--- src/rtl/sfd_pkg.sv ---
// shared types and constants for the serial frame deframer
// no dependencies; used by every module under rtl
`default_nettype none

package sfd_pkg;

  localparam logic [7:0]  START_CODE     = 8'h02;
  localparam logic [7:0]  END_CODE       = 8'h03;
  localparam logic [15:0] CRC_POLY       = 16'h1021;
  localparam int          HEADER_BYTES   = 7;
  localparam int          MAX_LEN_W      = 9;
  localparam logic [MAX_LEN_W-1:0] MAX_LENGTH_RESET = 9'd509;

  typedef enum logic [2:0] {
    PH_HUNT,
    PH_LEN_LO,
    PH_LEN_HI,
    PH_CMD,
    PH_PAYLOAD,
    PH_CRC_LO,
    PH_CRC_HI,
    PH_END
  } phase_t;

  typedef enum logic {
    ITEM_PAYLOAD = 1'b0,
    ITEM_STATUS  = 1'b1
  } item_kind_t;

  typedef enum logic [1:0] {
    ST_OK      = 2'd0,
    ST_CRC_ERR = 2'd1,
    ST_NO_END  = 2'd2,
    ST_BAD_LEN = 2'd3
  } frame_status_t;

  typedef struct packed {
    item_kind_t    kind;
    logic [7:0]    payload;
    logic [7:0]    command;
    logic [15:0]   length;
    frame_status_t status;
  } sfd_result_t;

endpackage

`default_nettype wire

--- src/rtl/serial_frame_deframer_crc16.sv ---
// top level of the serial frame deframer: input register, parser, result register
// depends on sfd_pkg, sfd_parser and sfd_crc16
//
// Takes one received byte per clock with no gaps while out_stall is low and returns
// payload bytes and one status item per frame (stx, little-endian length, command,
// payload, little-endian crc-16/xmodem, etx). A byte passes from the input register
// to the result register. The critical path is the eight-step byte-wide crc update
// in front of the parser state. Bytes that produce no result keep moving while a
// finished result waits on out_stall. max_length resets to 509.
`default_nettype none

module serial_frame_deframer_crc16 #(
  parameter int MAX_FRAME_BYTES = 516
) (
  input  logic        clk,
  input  logic        rst_n,
  input  logic        in_valid,
  output logic        in_stall,
  input  logic [7:0]  in_rx_byte,
  output logic        out_valid,
  input  logic        out_stall,
  output logic        out_item_kind,
  output logic [7:0]  out_payload_byte,
  output logic [7:0]  out_command,
  output logic [15:0] out_frame_length,
  output logic [1:0]  out_status,
  output logic        out_last,
  input  logic        cfg_wr_en,
  input  logic [8:0]  cfg_wr_data
);

  logic [sfd_pkg::MAX_LEN_W-1:0] max_len_r;
  logic                in_vld_r, in_vld_nxt;
  logic [7:0]          in_byte_r;
  logic                out_vld_r, out_vld_nxt;
  sfd_pkg::sfd_result_t out_res_r;
  logic                res_valid;
  sfd_pkg::sfd_result_t res;
  logic                advance;
  logic                in_take;
  logic                out_load;

  assign advance  = in_vld_r && (!res_valid || !out_vld_r || !out_stall);
  assign in_stall = in_vld_r && !advance;
  assign in_take  = in_valid && !in_stall;
  assign out_load = advance && res_valid;

  assign in_vld_nxt  = in_take ? 1'b1 : (advance ? 1'b0 : in_vld_r);
  assign out_vld_nxt = out_load ? 1'b1 : (out_vld_r && out_stall);

  sfd_parser #(
    .MAX_FRAME_BYTES (MAX_FRAME_BYTES)
  ) u_parser (
    .clk        (clk),
    .rst_n      (rst_n),
    .step       (advance),
    .rx_byte    (in_byte_r),
    .max_length (max_len_r),
    .res_valid  (res_valid),
    .res        (res)
  );

  always_ff @(posedge clk) begin
    if (!rst_n) begin
      max_len_r <= sfd_pkg::MAX_LENGTH_RESET;
      in_vld_r  <= 1'b0;
      out_vld_r <= 1'b0;
    end else begin
      if (cfg_wr_en) begin
        max_len_r <= cfg_wr_data;
      end
      in_vld_r  <= in_vld_nxt;
      out_vld_r <= out_vld_nxt;
    end
  end

  always_ff @(posedge clk) begin
    if (in_take) begin
      in_byte_r <= in_rx_byte;
    end
    if (out_load) begin
      out_res_r <= res;
    end
  end

  assign out_valid        = out_vld_r;
  assign out_item_kind    = out_res_r.kind;
  assign out_payload_byte = out_res_r.payload;
  assign out_command      = out_res_r.command;
  assign out_frame_length = out_res_r.length;
  assign out_status       = out_res_r.status;
  assign out_last         = (out_res_r.kind == sfd_pkg::ITEM_STATUS);

  // a waiting byte always moves on when the result register is empty
  a_no_stall_when_empty: assert property (@(posedge clk) disable iff (!rst_n)
    (in_vld_r && !out_vld_r) |-> !in_stall)
    else $error("input stalled with empty result register");

  // payload items carry ok status and no payload in status items
  a_payload_fields: assert property (@(posedge clk) disable iff (!rst_n)
    (out_vld_r && out_res_r.kind == sfd_pkg::ITEM_PAYLOAD) |-> (out_status == 2'd0))
    else $error("payload item with nonzero status");

  a_status_fields: assert property (@(posedge clk) disable iff (!rst_n)
    (out_vld_r && out_res_r.kind == sfd_pkg::ITEM_STATUS) |-> (out_payload_byte == 8'h00))
    else $error("status item with nonzero payload byte");

  // a pending result is never overwritten while stalled
  a_hold_result: assert property (@(posedge clk) disable iff (!rst_n)
    (out_vld_r && out_stall) |-> !out_load)
    else $error("result register overwritten while stalled");

endmodule

`default_nettype wire

--- src/rtl/sfd_crc16.sv ---
// one-byte crc-16 update, polynomial 0x1021, msb first
// depends on sfd_pkg
`default_nettype none

module sfd_crc16 (
  input  logic [15:0] crc_in,
  input  logic [7:0]  data_in,
  output logic [15:0] crc_out
);

  logic [15:0] crc;

  always_comb begin
    crc = crc_in ^ {data_in, 8'h00};
    for (int i = 0; i < 8; i++) begin
      if (crc[15]) begin
        crc = {crc[14:0], 1'b0} ^ sfd_pkg::CRC_POLY;
      end else begin
        crc = {crc[14:0], 1'b0};
      end
    end
    crc_out = crc;
  end

endmodule

`default_nettype wire

--- src/rtl/sfd_parser.sv ---
// frame parsing state machine: phase, length, byte count and crc state
// depends on sfd_pkg and sfd_crc16
`default_nettype none

module sfd_parser #(
  parameter int MAX_FRAME_BYTES = 516
) (
  input  logic                 clk,
  input  logic                 rst_n,
  input  logic                 step,
  input  logic [7:0]           rx_byte,
  input  logic [sfd_pkg::MAX_LEN_W-1:0] max_length,
  output logic                 res_valid,
  output sfd_pkg::sfd_result_t res
);

  localparam logic [16:0] LenLimit = 17'(MAX_FRAME_BYTES - sfd_pkg::HEADER_BYTES);

  sfd_pkg::phase_t phase_r, phase_nxt;
  logic [15:0] length_r, length_nxt;
  logic [15:0] left_r, left_nxt;
  logic [15:0] crc_r, crc_nxt;
  logic [15:0] crc_rx_r, crc_rx_nxt;
  logic [7:0]  cmd_r, cmd_nxt;

  logic [15:0] crc_upd;
  logic [15:0] len_cat;
  logic [15:0] left_dec;
  logic        len_bad;

  sfd_crc16 u_crc (
    .crc_in  (crc_r),
    .data_in (rx_byte),
    .crc_out (crc_upd)
  );

  assign len_cat  = {rx_byte, length_r[7:0]};
  assign len_bad  = (len_cat == 16'd0)
                 || (len_cat > {{(16-sfd_pkg::MAX_LEN_W){1'b0}}, max_length})
                 || ({1'b0, len_cat} > LenLimit);
  assign left_dec = (left_r != 16'd0) ? (left_r - 16'd1) : left_r;

  always_comb begin
    phase_nxt   = phase_r;
    length_nxt  = length_r;
    left_nxt    = left_r;
    crc_nxt     = crc_r;
    crc_rx_nxt  = crc_rx_r;
    cmd_nxt     = cmd_r;
    res_valid   = 1'b0;
    res.kind    = sfd_pkg::ITEM_STATUS;
    res.payload = 8'h00;
    res.command = cmd_r;
    res.length  = length_r;
    res.status  = sfd_pkg::ST_OK;
    unique case (phase_r)
      sfd_pkg::PH_HUNT: begin
        if (rx_byte == sfd_pkg::START_CODE) begin
          crc_nxt    = 16'h0000;
          length_nxt = 16'h0000;
          left_nxt   = 16'h0000;
          crc_rx_nxt = 16'h0000;
          cmd_nxt    = 8'h00;
          phase_nxt  = sfd_pkg::PH_LEN_LO;
        end
      end
      sfd_pkg::PH_LEN_LO: begin
        length_nxt = {8'h00, rx_byte};
        crc_nxt    = crc_upd;
        phase_nxt  = sfd_pkg::PH_LEN_HI;
      end
      sfd_pkg::PH_LEN_HI: begin
        length_nxt = len_cat;
        crc_nxt    = crc_upd;
        if (len_bad) begin
          phase_nxt   = sfd_pkg::PH_HUNT;
          res_valid   = 1'b1;
          res.command = 8'h00;
          res.length  = len_cat;
          res.status  = sfd_pkg::ST_BAD_LEN;
        end else begin
          phase_nxt = sfd_pkg::PH_CMD;
        end
      end
      sfd_pkg::PH_CMD: begin
        cmd_nxt   = rx_byte;
        crc_nxt   = crc_upd;
        left_nxt  = length_r - 16'd1;
        phase_nxt = (length_r != 16'd1) ? sfd_pkg::PH_PAYLOAD : sfd_pkg::PH_CRC_LO;
      end
      sfd_pkg::PH_PAYLOAD: begin
        crc_nxt  = crc_upd;
        left_nxt = left_dec;
        if (left_dec == 16'd0) begin
          phase_nxt = sfd_pkg::PH_CRC_LO;
        end
        res_valid   = 1'b1;
        res.kind    = sfd_pkg::ITEM_PAYLOAD;
        res.payload = rx_byte;
      end
      sfd_pkg::PH_CRC_LO: begin
        crc_rx_nxt = {8'h00, rx_byte};
        phase_nxt  = sfd_pkg::PH_CRC_HI;
      end
      sfd_pkg::PH_CRC_HI: begin
        crc_rx_nxt = {rx_byte, crc_rx_r[7:0]};
        phase_nxt  = sfd_pkg::PH_END;
      end
      sfd_pkg::PH_END: begin
        phase_nxt = sfd_pkg::PH_HUNT;
        res_valid = 1'b1;
        if (rx_byte != sfd_pkg::END_CODE) begin
          res.status = sfd_pkg::ST_NO_END;
        end else if (crc_rx_r != crc_r) begin
          res.status = sfd_pkg::ST_CRC_ERR;
        end else begin
          res.status = sfd_pkg::ST_OK;
        end
      end
    endcase
  end

  always_ff @(posedge clk) begin
    if (!rst_n) begin
      phase_r  <= sfd_pkg::PH_HUNT;
      length_r <= 16'h0000;
      left_r   <= 16'h0000;
      crc_r    <= 16'h0000;
      crc_rx_r <= 16'h0000;
      cmd_r    <= 8'h00;
    end else if (step) begin
      phase_r  <= phase_nxt;
      length_r <= length_nxt;
      left_r   <= left_nxt;
      crc_r    <= crc_nxt;
      crc_rx_r <= crc_rx_nxt;
      cmd_r    <= cmd_nxt;
    end
  end

endmodule

`default_nettype wire
--- config.mk ---
export PLATFORM = sky130hd
export DESIGN_NAME = serial_frame_deframer_crc16
export DESIGN_NICKNAME = d
export VERILOG_FILES = /design/src/rtl/sfd_pkg.sv /design/src/rtl/serial_frame_deframer_crc16.sv /design/src/rtl/sfd_crc16.sv /design/src/rtl/sfd_parser.sv
export SDC_FILE = /design/constraint.sdc
export NUM_CORES = 1
export LEC_CHECK = 0
export BUFFER_PORTS_ARGS = -buffer_cell sky130_fd_sc_hd__buf_2
export CELL_PAD_IN_SITES_DETAIL_PLACEMENT = 0
export CELL_PAD_IN_SITES_GLOBAL_PLACEMENT = 1
export CORE_ASPECT_RATIO = 0.9
export CORE_UTILIZATION = 50
export DETAILED_ROUTE_END_ITERATION = 7
export PLACE_DENSITY = 0.85
export SLEW_MARGIN = 20
export SYNTH_ARGS = -nofsm -noshare
export SYNTH_HDL_FRONTEND = slang
export SYNTH_HIERARCHICAL = 1
export SYNTH_SLANG_ARGS = --single-unit
--- constraint.sdc ---
create_clock -name clk -period 9.7 [get_ports clk]
set_clock_uncertainty 0.15 [all_clocks]
set_input_delay 0.97 -clock clk [delete_from_list [all_inputs] [get_ports clk]]
set_output_delay 0.97 -clock clk [all_outputs]
set_load 0.01 [all_outputs]
* Word-level counts from Yosys, hierarchy flattened *
Index checks and enable logic that the tools add are counted.

word-level totals
  bits in registers = 129
  latch bits = 0
  RAM bits = 0
  bits in read-only memories = 0
  output and inout bits = 38
  word-level logic and storage cells = 113
  memories = 0

cells by class
  add/subtract/negate cells = 2
  $mul = 0
  div/mod/pow operators = 0
  order comparisons = 2
  equal/unequal tests = 13
  shifts and indexed selects = 0
  mux-type cells = 32
  bitwise logic cells = 11
  reductions and logical operators = 36

operators with widths
  operator                 number
  $pmux W16 S3             3
  $mux W13                 8
  $logic_not A16 Y1        2
  $mux W16                 2
  $pmux W16 S2             1
  $sub A16 B1 Y16 const B  2
  $mux W26                 1
  $mux W24                 1
  $not A3 Y3               8
  $pmux W3 S8              1
  $reduce_and A3 Y1        6
  $gt A16 B9 Y1            1
  $gt A16 B9 Y1 const B    1
  $ne A16 B1 Y1 const B    1
  $ne A16 B16 Y1           1
  $pmux W8 S2              1
  $reduce_bool A16 Y1      1
  $xor A16 B16 Y16         1
  $eq A3 B3 Y1 const B     4
  $reduce_bool A2 Y1       5
  $mux W9                  1
  $reduce_bool A3 Y1       3
  $eq A8 B2 Y1 const B     1
  $mux W8                  1
  other kinds (17)         39

* Depth between registers and ports, before layout *
  depth after elaboration = 18
  mapped depth = 19

* Modules after synthesis *
The synthesis kept the hierarchy.

by module, submodules not included
  module                       times used  cells each  area each (µm²)
  sfd_parser                   1           593         4739.5
  serial_frame_deframer_crc16  1           84          1716.6
  sfd_crc16                    1           25          395.4

* Worst setup path before layout *
OpenSTA, ideal clock, no wires.

  path type = register to register
  start point = register u_parser.length_r[2]
  end point = register out_res_r, in the netlist out_command[0] (enable)
  setup time = 0.439 ns
  data arrival time = 3.812 ns
  required time = 9.111 ns
  setup slack = 5.299 ns
  cell stages (with the launch flop) = 12
  path buffers = 2
  cells stage by stage = dfxtp_1 -> buf_2 -> or4_4 -> nor3_1 -> a311oi_1 -> o31a_1 -> nor2_2 -> nand2_2 -> buf_2 -> nand2_1 -> nand2_1 -> a21oi_1

between the ends
  longest elaborated chain between the ends = 10

RTL lines
  element                                                    line                                text
  start, declared                                            sfd_parser.sv:20                    logic [15:0] length_r, length_nxt;
  start signal, assigned                                     sfd_parser.sv:133                   length_r <= length_nxt;
  $gt A16 B9 Y1 / $logic_not A16 Y1 (equally long branches)  sfd_parser.sv:39, sfd_parser.sv:38
  $logic_or A1 B1 Y1                                         sfd_parser.sv:39                    || (len_cat > {{(16-sfd_pkg::MAX_LEN_W){1'b0}}, max_length})
  $logic_or A1 B1 Y1 (*)                                     sfd_parser.sv:40                    || ({1'b0, len_cat} > LenLimit);
  $mux W1 (*)                                                sfd_parser.sv:75                    if (len_bad) begin
  $pmux W1 S2 (*)                                            sfd_parser.sv:56                    unique case (phase_r)
  net res_valid                                              serial_frame_deframer_crc16.sv:37   logic res_valid;
  $logic_not A1 Y1                                           serial_frame_deframer_crc16.sv:43   assign advance = in_vld_r && (!res_valid || !out_vld_r || !out_stall);
  $logic_or A1 B1 Y1 (2 in a row)                            serial_frame_deframer_crc16.sv:43
  $logic_and A1 B1 Y1                                        serial_frame_deframer_crc16.sv:43
  $logic_and A1 B1 Y1 (*)                                    serial_frame_deframer_crc16.sv:46   assign out_load = advance && res_valid;
  net out_load                                               serial_frame_deframer_crc16.sv:41   logic out_load;
  end signal, assigned                                       serial_frame_deframer_crc16.sv:82   out_res_r <= res;
  end, declared                                              serial_frame_deframer_crc16.sv:36   sfd_pkg::sfd_result_t out_res_r;

Mark *: on every way through the listed nets, which the timed path passes. The rest lies on a longest branch.
A chain may end at the register's enable or synchronous reset.

* Final worst setup path *
  start point = register u_parser.length_r[7]
  end point = register u_parser.left_r[2]

between the ends
  longest elaborated chain between the ends = 10

RTL lines
  element                                                    line                                text
  $gt A16 B9 Y1 / $logic_not A16 Y1 (equally long branches)  sfd_parser.sv:39, sfd_parser.sv:38
  $logic_or A1 B1 Y1                                         sfd_parser.sv:39
  $logic_or A1 B1 Y1 (*)                                     sfd_parser.sv:40
  $mux W1 (*)                                                sfd_parser.sv:75
  $pmux W1 S2 (*)                                            sfd_parser.sv:56
  net res_valid                                              serial_frame_deframer_crc16.sv:37
  $logic_not A1 Y1 (*)                                       serial_frame_deframer_crc16.sv:43
  $logic_or A1 B1 Y1 (*) (2 in a row)                        serial_frame_deframer_crc16.sv:43
  $logic_and A1 B1 Y1 (*)                                    serial_frame_deframer_crc16.sv:43
  net advance                                                serial_frame_deframer_crc16.sv:39   logic advance;
  $reduce_and A3 Y1 (no line) (*)                            -
  end signal, assigned                                       sfd_parser.sv:134                   left_r <= left_nxt;
  end, declared                                              sfd_parser.sv:21                    logic [15:0] left_r, left_nxt;

Marks and branches as above.

==> flow_metrics.tcl <==
set metrics [dict create \
    fp.dieH_um 113 \
    synth_fa_ha_area_share_pct 2.37 \
    dp.cells 877 \
    violations "DRC" \
    outcome "finished with violations" \
    number_of_buffers_created_by_cts 17 \
    setup_viol 0 \
    post_synth_xor_area_fraction_pct 9.42 \
    rsz0062_at_grt "false" \
    cts-root-buf "sky130_fd_sc_hd__clkbuf_16" \
    final_min_period_ns 4.79 \
    synth.ff_latch_count 129 \
    fp-row-count 40 \
    grt_first_pass_wirelength_um 27400 \
    synth-main-ff-cell "sky130_fd_sc_hd__dfxtp_1" \
    slew_violations 0 \
    synthesis.instances 702 \
    initial_drt_markers 509 \
    maximum_clock_path_buffer_count 2 \
    crit-reg2reg-capture "u_parser/left_r[2]" \
    worstReg2RegStart "u_parser/length_r[7]" \
    core_area_um2 13400 \
    timing.final.hold_violations 0 \
    synth_edf_count 43 \
    max_freq_ghz 0.209 \
    max-slew-margin-rel_pct 30.5 \
    yosysUniqueCellTypes 70 \
    postCtsSetupRepairBufs 0 \
    first_element_of_the_critical_path "u_parser/length_r[7]" \
    holdCritPathClass "register to register" \
    finalNonFillerCells 910 \
    cell_area_after_technology_mapping_um2 6850 \
    final_common_cell "sky130_fd_sc_hd__dfxtp_1" \
    syn_avg_cell_area_um2 9.76 \
    synth_warnings 6 \
    drive_above_1_share_pct 16.4 \
    route.detailed.wl_per_inst_um 18.4 \
    die_area_um2 14200 \
    clock-sinks 129 \
    synth-async-reset-ratio_pct 0 \
    cp_max_fo 26 \
    initial_core_util_pct 51.3 \
    place_congestion 0.862 \
    grt_start_max_net_pins 87 \
    fraction_of_the_mapped_netlist_area_in_compound_gates_pct 16.3 \
    holdBufCountCts 0 \
    max-cap-violations 0 \
    grt_use_total_pct 24.9 \
    cp-end-kind "register" \
    worstHoldStart "max_len_r[7]" \
    dp_hpwl_um 11300 \
    vdd_drop_max_mv 0.152 \
    p_leak_nw 3.02 \
    final_net_count 764 \
    muxShareOfSynthArea_pct 2.92 \
    worst_skew_pair.late_latency_ns 0.42 \
    ff2ff_setup_slack_ns 4.91 \
    cellPowerDensity_nw_per_um2 163 \
    drt_first_pass_iters 7 \
    io_pins 60 \
    first_global_vias 5102 \
    drt_drc_violations_left 8 \
    cp.arrival_ns 4.94 \
    synth_seq_area_share_pct 44.0 \
    timing.critical_path.from_type "register" \
    critical_path.endpoint "u_parser/left_r[2]" \
    grt-ovfl-total 0 \
    fin_tns_setup_ns 0 \
    tritoncts "done" \
    synth_top_family_by_area "simple AND/OR/NAND/NOR gates" \
    clk_transition_reported_paths_ns 0.05 \
    dieWidth_um 125 \
    diodes 0 \
    num_vias 5379 \
    antenna_violations_before_repair 0 \
    postCtsResizedCells 0 \
    h-tree-depth 4 \
    reg2regPathDepth 15 \
    ant_nets 0 \
    worstMarginPinSlew_ns 1.03 \
    area_fraction_in_and_or_nand_and_nor_cells_after_synthesis_pct 20.0 \
    placement.io_buffers 59 \
    min_period_over_period_pct 49.4 \
    syn_nets 737 \
    wl_um 16700 \
    worstSetupPathType "register to register" \
    flow.area_growth_from_synthesis_pct 12.8 \
    avgViaCountPerCell 5.91 \
    nFillCells 1181 \
    most-common-layout-cells "86 x sky130_fd_sc_hd__dfxtp_1, 69 x sky130_fd_sc_hd__nand2_1, 59 x sky130_fd_sc_hd__buf_2" \
    worstPathRequired_ns 9.85 \
]
[state kept, by name, indices dropped and copies added (netlist names), 3 cells and up]
name / flops
out_payload_byte: 8
u_parser/phase_r: 3
u_parser/crc_r: 16
in_byte_r: 8
max_len_r: 9
out_frame_length: 16
u_parser/crc_rx_r: 16
u_parser/left_r: 16
out_command: 8
u_parser/length_r: 16
u_parser/cmd_r: 8
[cell type report]
class                      instances  area, µm²  share of cell area, %
multi-input combinational        499       3520                   45.6
sequential                       129       3010                   39.0
clock buffer                      24        462                   5.97
timing repair buffer              61        330                   4.27
tap                              168        210                   2.72
clock inverter                     8        113                   1.46
inverter                          21       78.8                   1.02
[power by group]
| group | switching (mW) | internal (mW) |
|---|---|---|
| combinational | 0.0246 | 0.0294 |
| sequential | 0.0127 | 0.562 |
| clock | 0.222 | 0.407 |
| total | 0.259 | 0.998 |
[stage by stage]
stage	total power, mW	hold WS, ns	worst slack, ns	util [%]	area [µm²]
global placement	0.637	0.307	5.23	53.2	7120
finish	1.26	0.322	4.91	57.8	7730
global route	1.30	0.344	4.26	57.8	7730
detailed placement	0.639	0.313	4.98	53.2	7120
CTS	1.27	0.327	4.97	57.5	7690
floorplan	0.622	0.291	5.30	-	6850
[worst max-delay path: stages (launching register included)]
cell and delay (ns):
sky130_fd_sc_hd__dfxtp_1 0.46, sky130_fd_sc_hd__ha_1 0.31, sky130_fd_sc_hd__a21oi_1 0.20, sky130_fd_sc_hd__o21ai_0 0.14, sky130_fd_sc_hd__nor4_1 0.20, sky130_fd_sc_hd__o31a_1 0.24, sky130_fd_sc_hd__nor2_2 0.08, sky130_fd_sc_hd__nand2_2 0.26
sky130_fd_sc_hd__nand2_1 0.18, sky130_fd_sc_hd__a31oi_1 0.53, sky130_fd_sc_hd__nand3_1 0.18, sky130_fd_sc_hd__nor2_1 0.58, sky130_fd_sc_hd__a21o_1 0.66, sky130_fd_sc_hd__o21ai_0 0.20, sky130_fd_sc_hd__a22oi_1 0.23, sky130_fd_sc_hd__nor2b_1 0.06
[synthesized netlist by cell type (4+ instances only)]
| master | instances | share of area (%) |
|---|---|---|
| sky130_fd_sc_hd__o21ai_0 | 17 | 1.2 |
| sky130_fd_sc_hd__a21oi_1 | 26 | 1.9 |
| sky130_fd_sc_hd__or2_2 | 5 | 0.46 |
| sky130_fd_sc_hd__nor2_1 | 26 | 1.4 |
| sky130_fd_sc_hd__inv_1 | 21 | 1.2 |
| sky130_fd_sc_hd__nand3b_1 | 5 | 0.55 |
| sky130_fd_sc_hd__a21boi_0 | 37 | 4.1 |
| sky130_fd_sc_hd__xnor3_1 | 4 | 1.3 |
| sky130_fd_sc_hd__buf_2 | 4 | 0.29 |
| sky130_fd_sc_hd__a22oi_1 | 30 | 3.3 |
| sky130_fd_sc_hd__and2_1 | 13 | 1.2 |
| sky130_fd_sc_hd__nor3_1 | 13 | 0.95 |
| sky130_fd_sc_hd__nand3_1 | 41 | 3.0 |
| sky130_fd_sc_hd__a31oi_1 | 5 | 0.46 |
| sky130_fd_sc_hd__o22ai_1 | 5 | 0.46 |
| sky130_fd_sc_hd__xor2_1 | 8 | 1.0 |
| sky130_fd_sc_hd__ha_1 | 13 | 2.4 |
| sky130_fd_sc_hd__and3_1 | 10 | 0.91 |
| sky130_fd_sc_hd__clkbuf_1 | 34 | 1.9 |
| sky130_fd_sc_hd__mux2i_1 | 11 | 1.6 |
| sky130_fd_sc_hd__nand4_1 | 6 | 0.55 |
| sky130_fd_sc_hd__o21a_1 | 4 | 0.44 |
| sky130_fd_sc_hd__edfxtp_1 | 43 | 19 |
| sky130_fd_sc_hd__nor2b_1 | 33 | 3.0 |
| sky130_fd_sc_hd__nor4_1 | 10 | 0.91 |
| sky130_fd_sc_hd__mux2_2 | 8 | 1.3 |
| sky130_fd_sc_hd__buf_4 | 9 | 0.99 |
| sky130_fd_sc_hd__nand2_1 | 69 | 3.8 |
| sky130_fd_sc_hd__dfxtp_1 | 86 | 25 |
| sky130_fd_sc_hd__o32ai_1 | 5 | 0.64 |
| sky130_fd_sc_hd__xnor2_1 | 32 | 4.1 |
[how the worst min path moves through the flow]
stage,end,cells past startpoint,slack (ns)
after global placement,max_len_r[8],2,0.31
after floorplan,max_len_r[2],2,0.29
after global routing,max_len_r[7],2,0.34
final,max_len_r[7],2,0.32
after CTS,max_len_r[7],2,0.33
after detailed placement,max_len_r[7],2,0.31
[cell families after synthesis]
| kind of cell | count (synthesis) |
|---|---|
| adder cells (fa/ha/maj) | 13 |
| AO/OA/AOI/OAI | 159 |
| AND/OR/NAND/NOR | 255 |
| XOR/XNOR | 53 |
| buffers and inverters | 74 |
| multiplexers | 19 |
| flip-flops | 129 |
[layer usage]
layer	vias to the layer above	GRT usage [%]	routed length, µm
li1	2573	-	-
met1	2604	35.1	7960
met2	187	37.4	7510
met3	15	6.10	1030
met4	0	8.13	228
met5	-	0	0
Note: power is estimated with default switching activity, not from simulation.
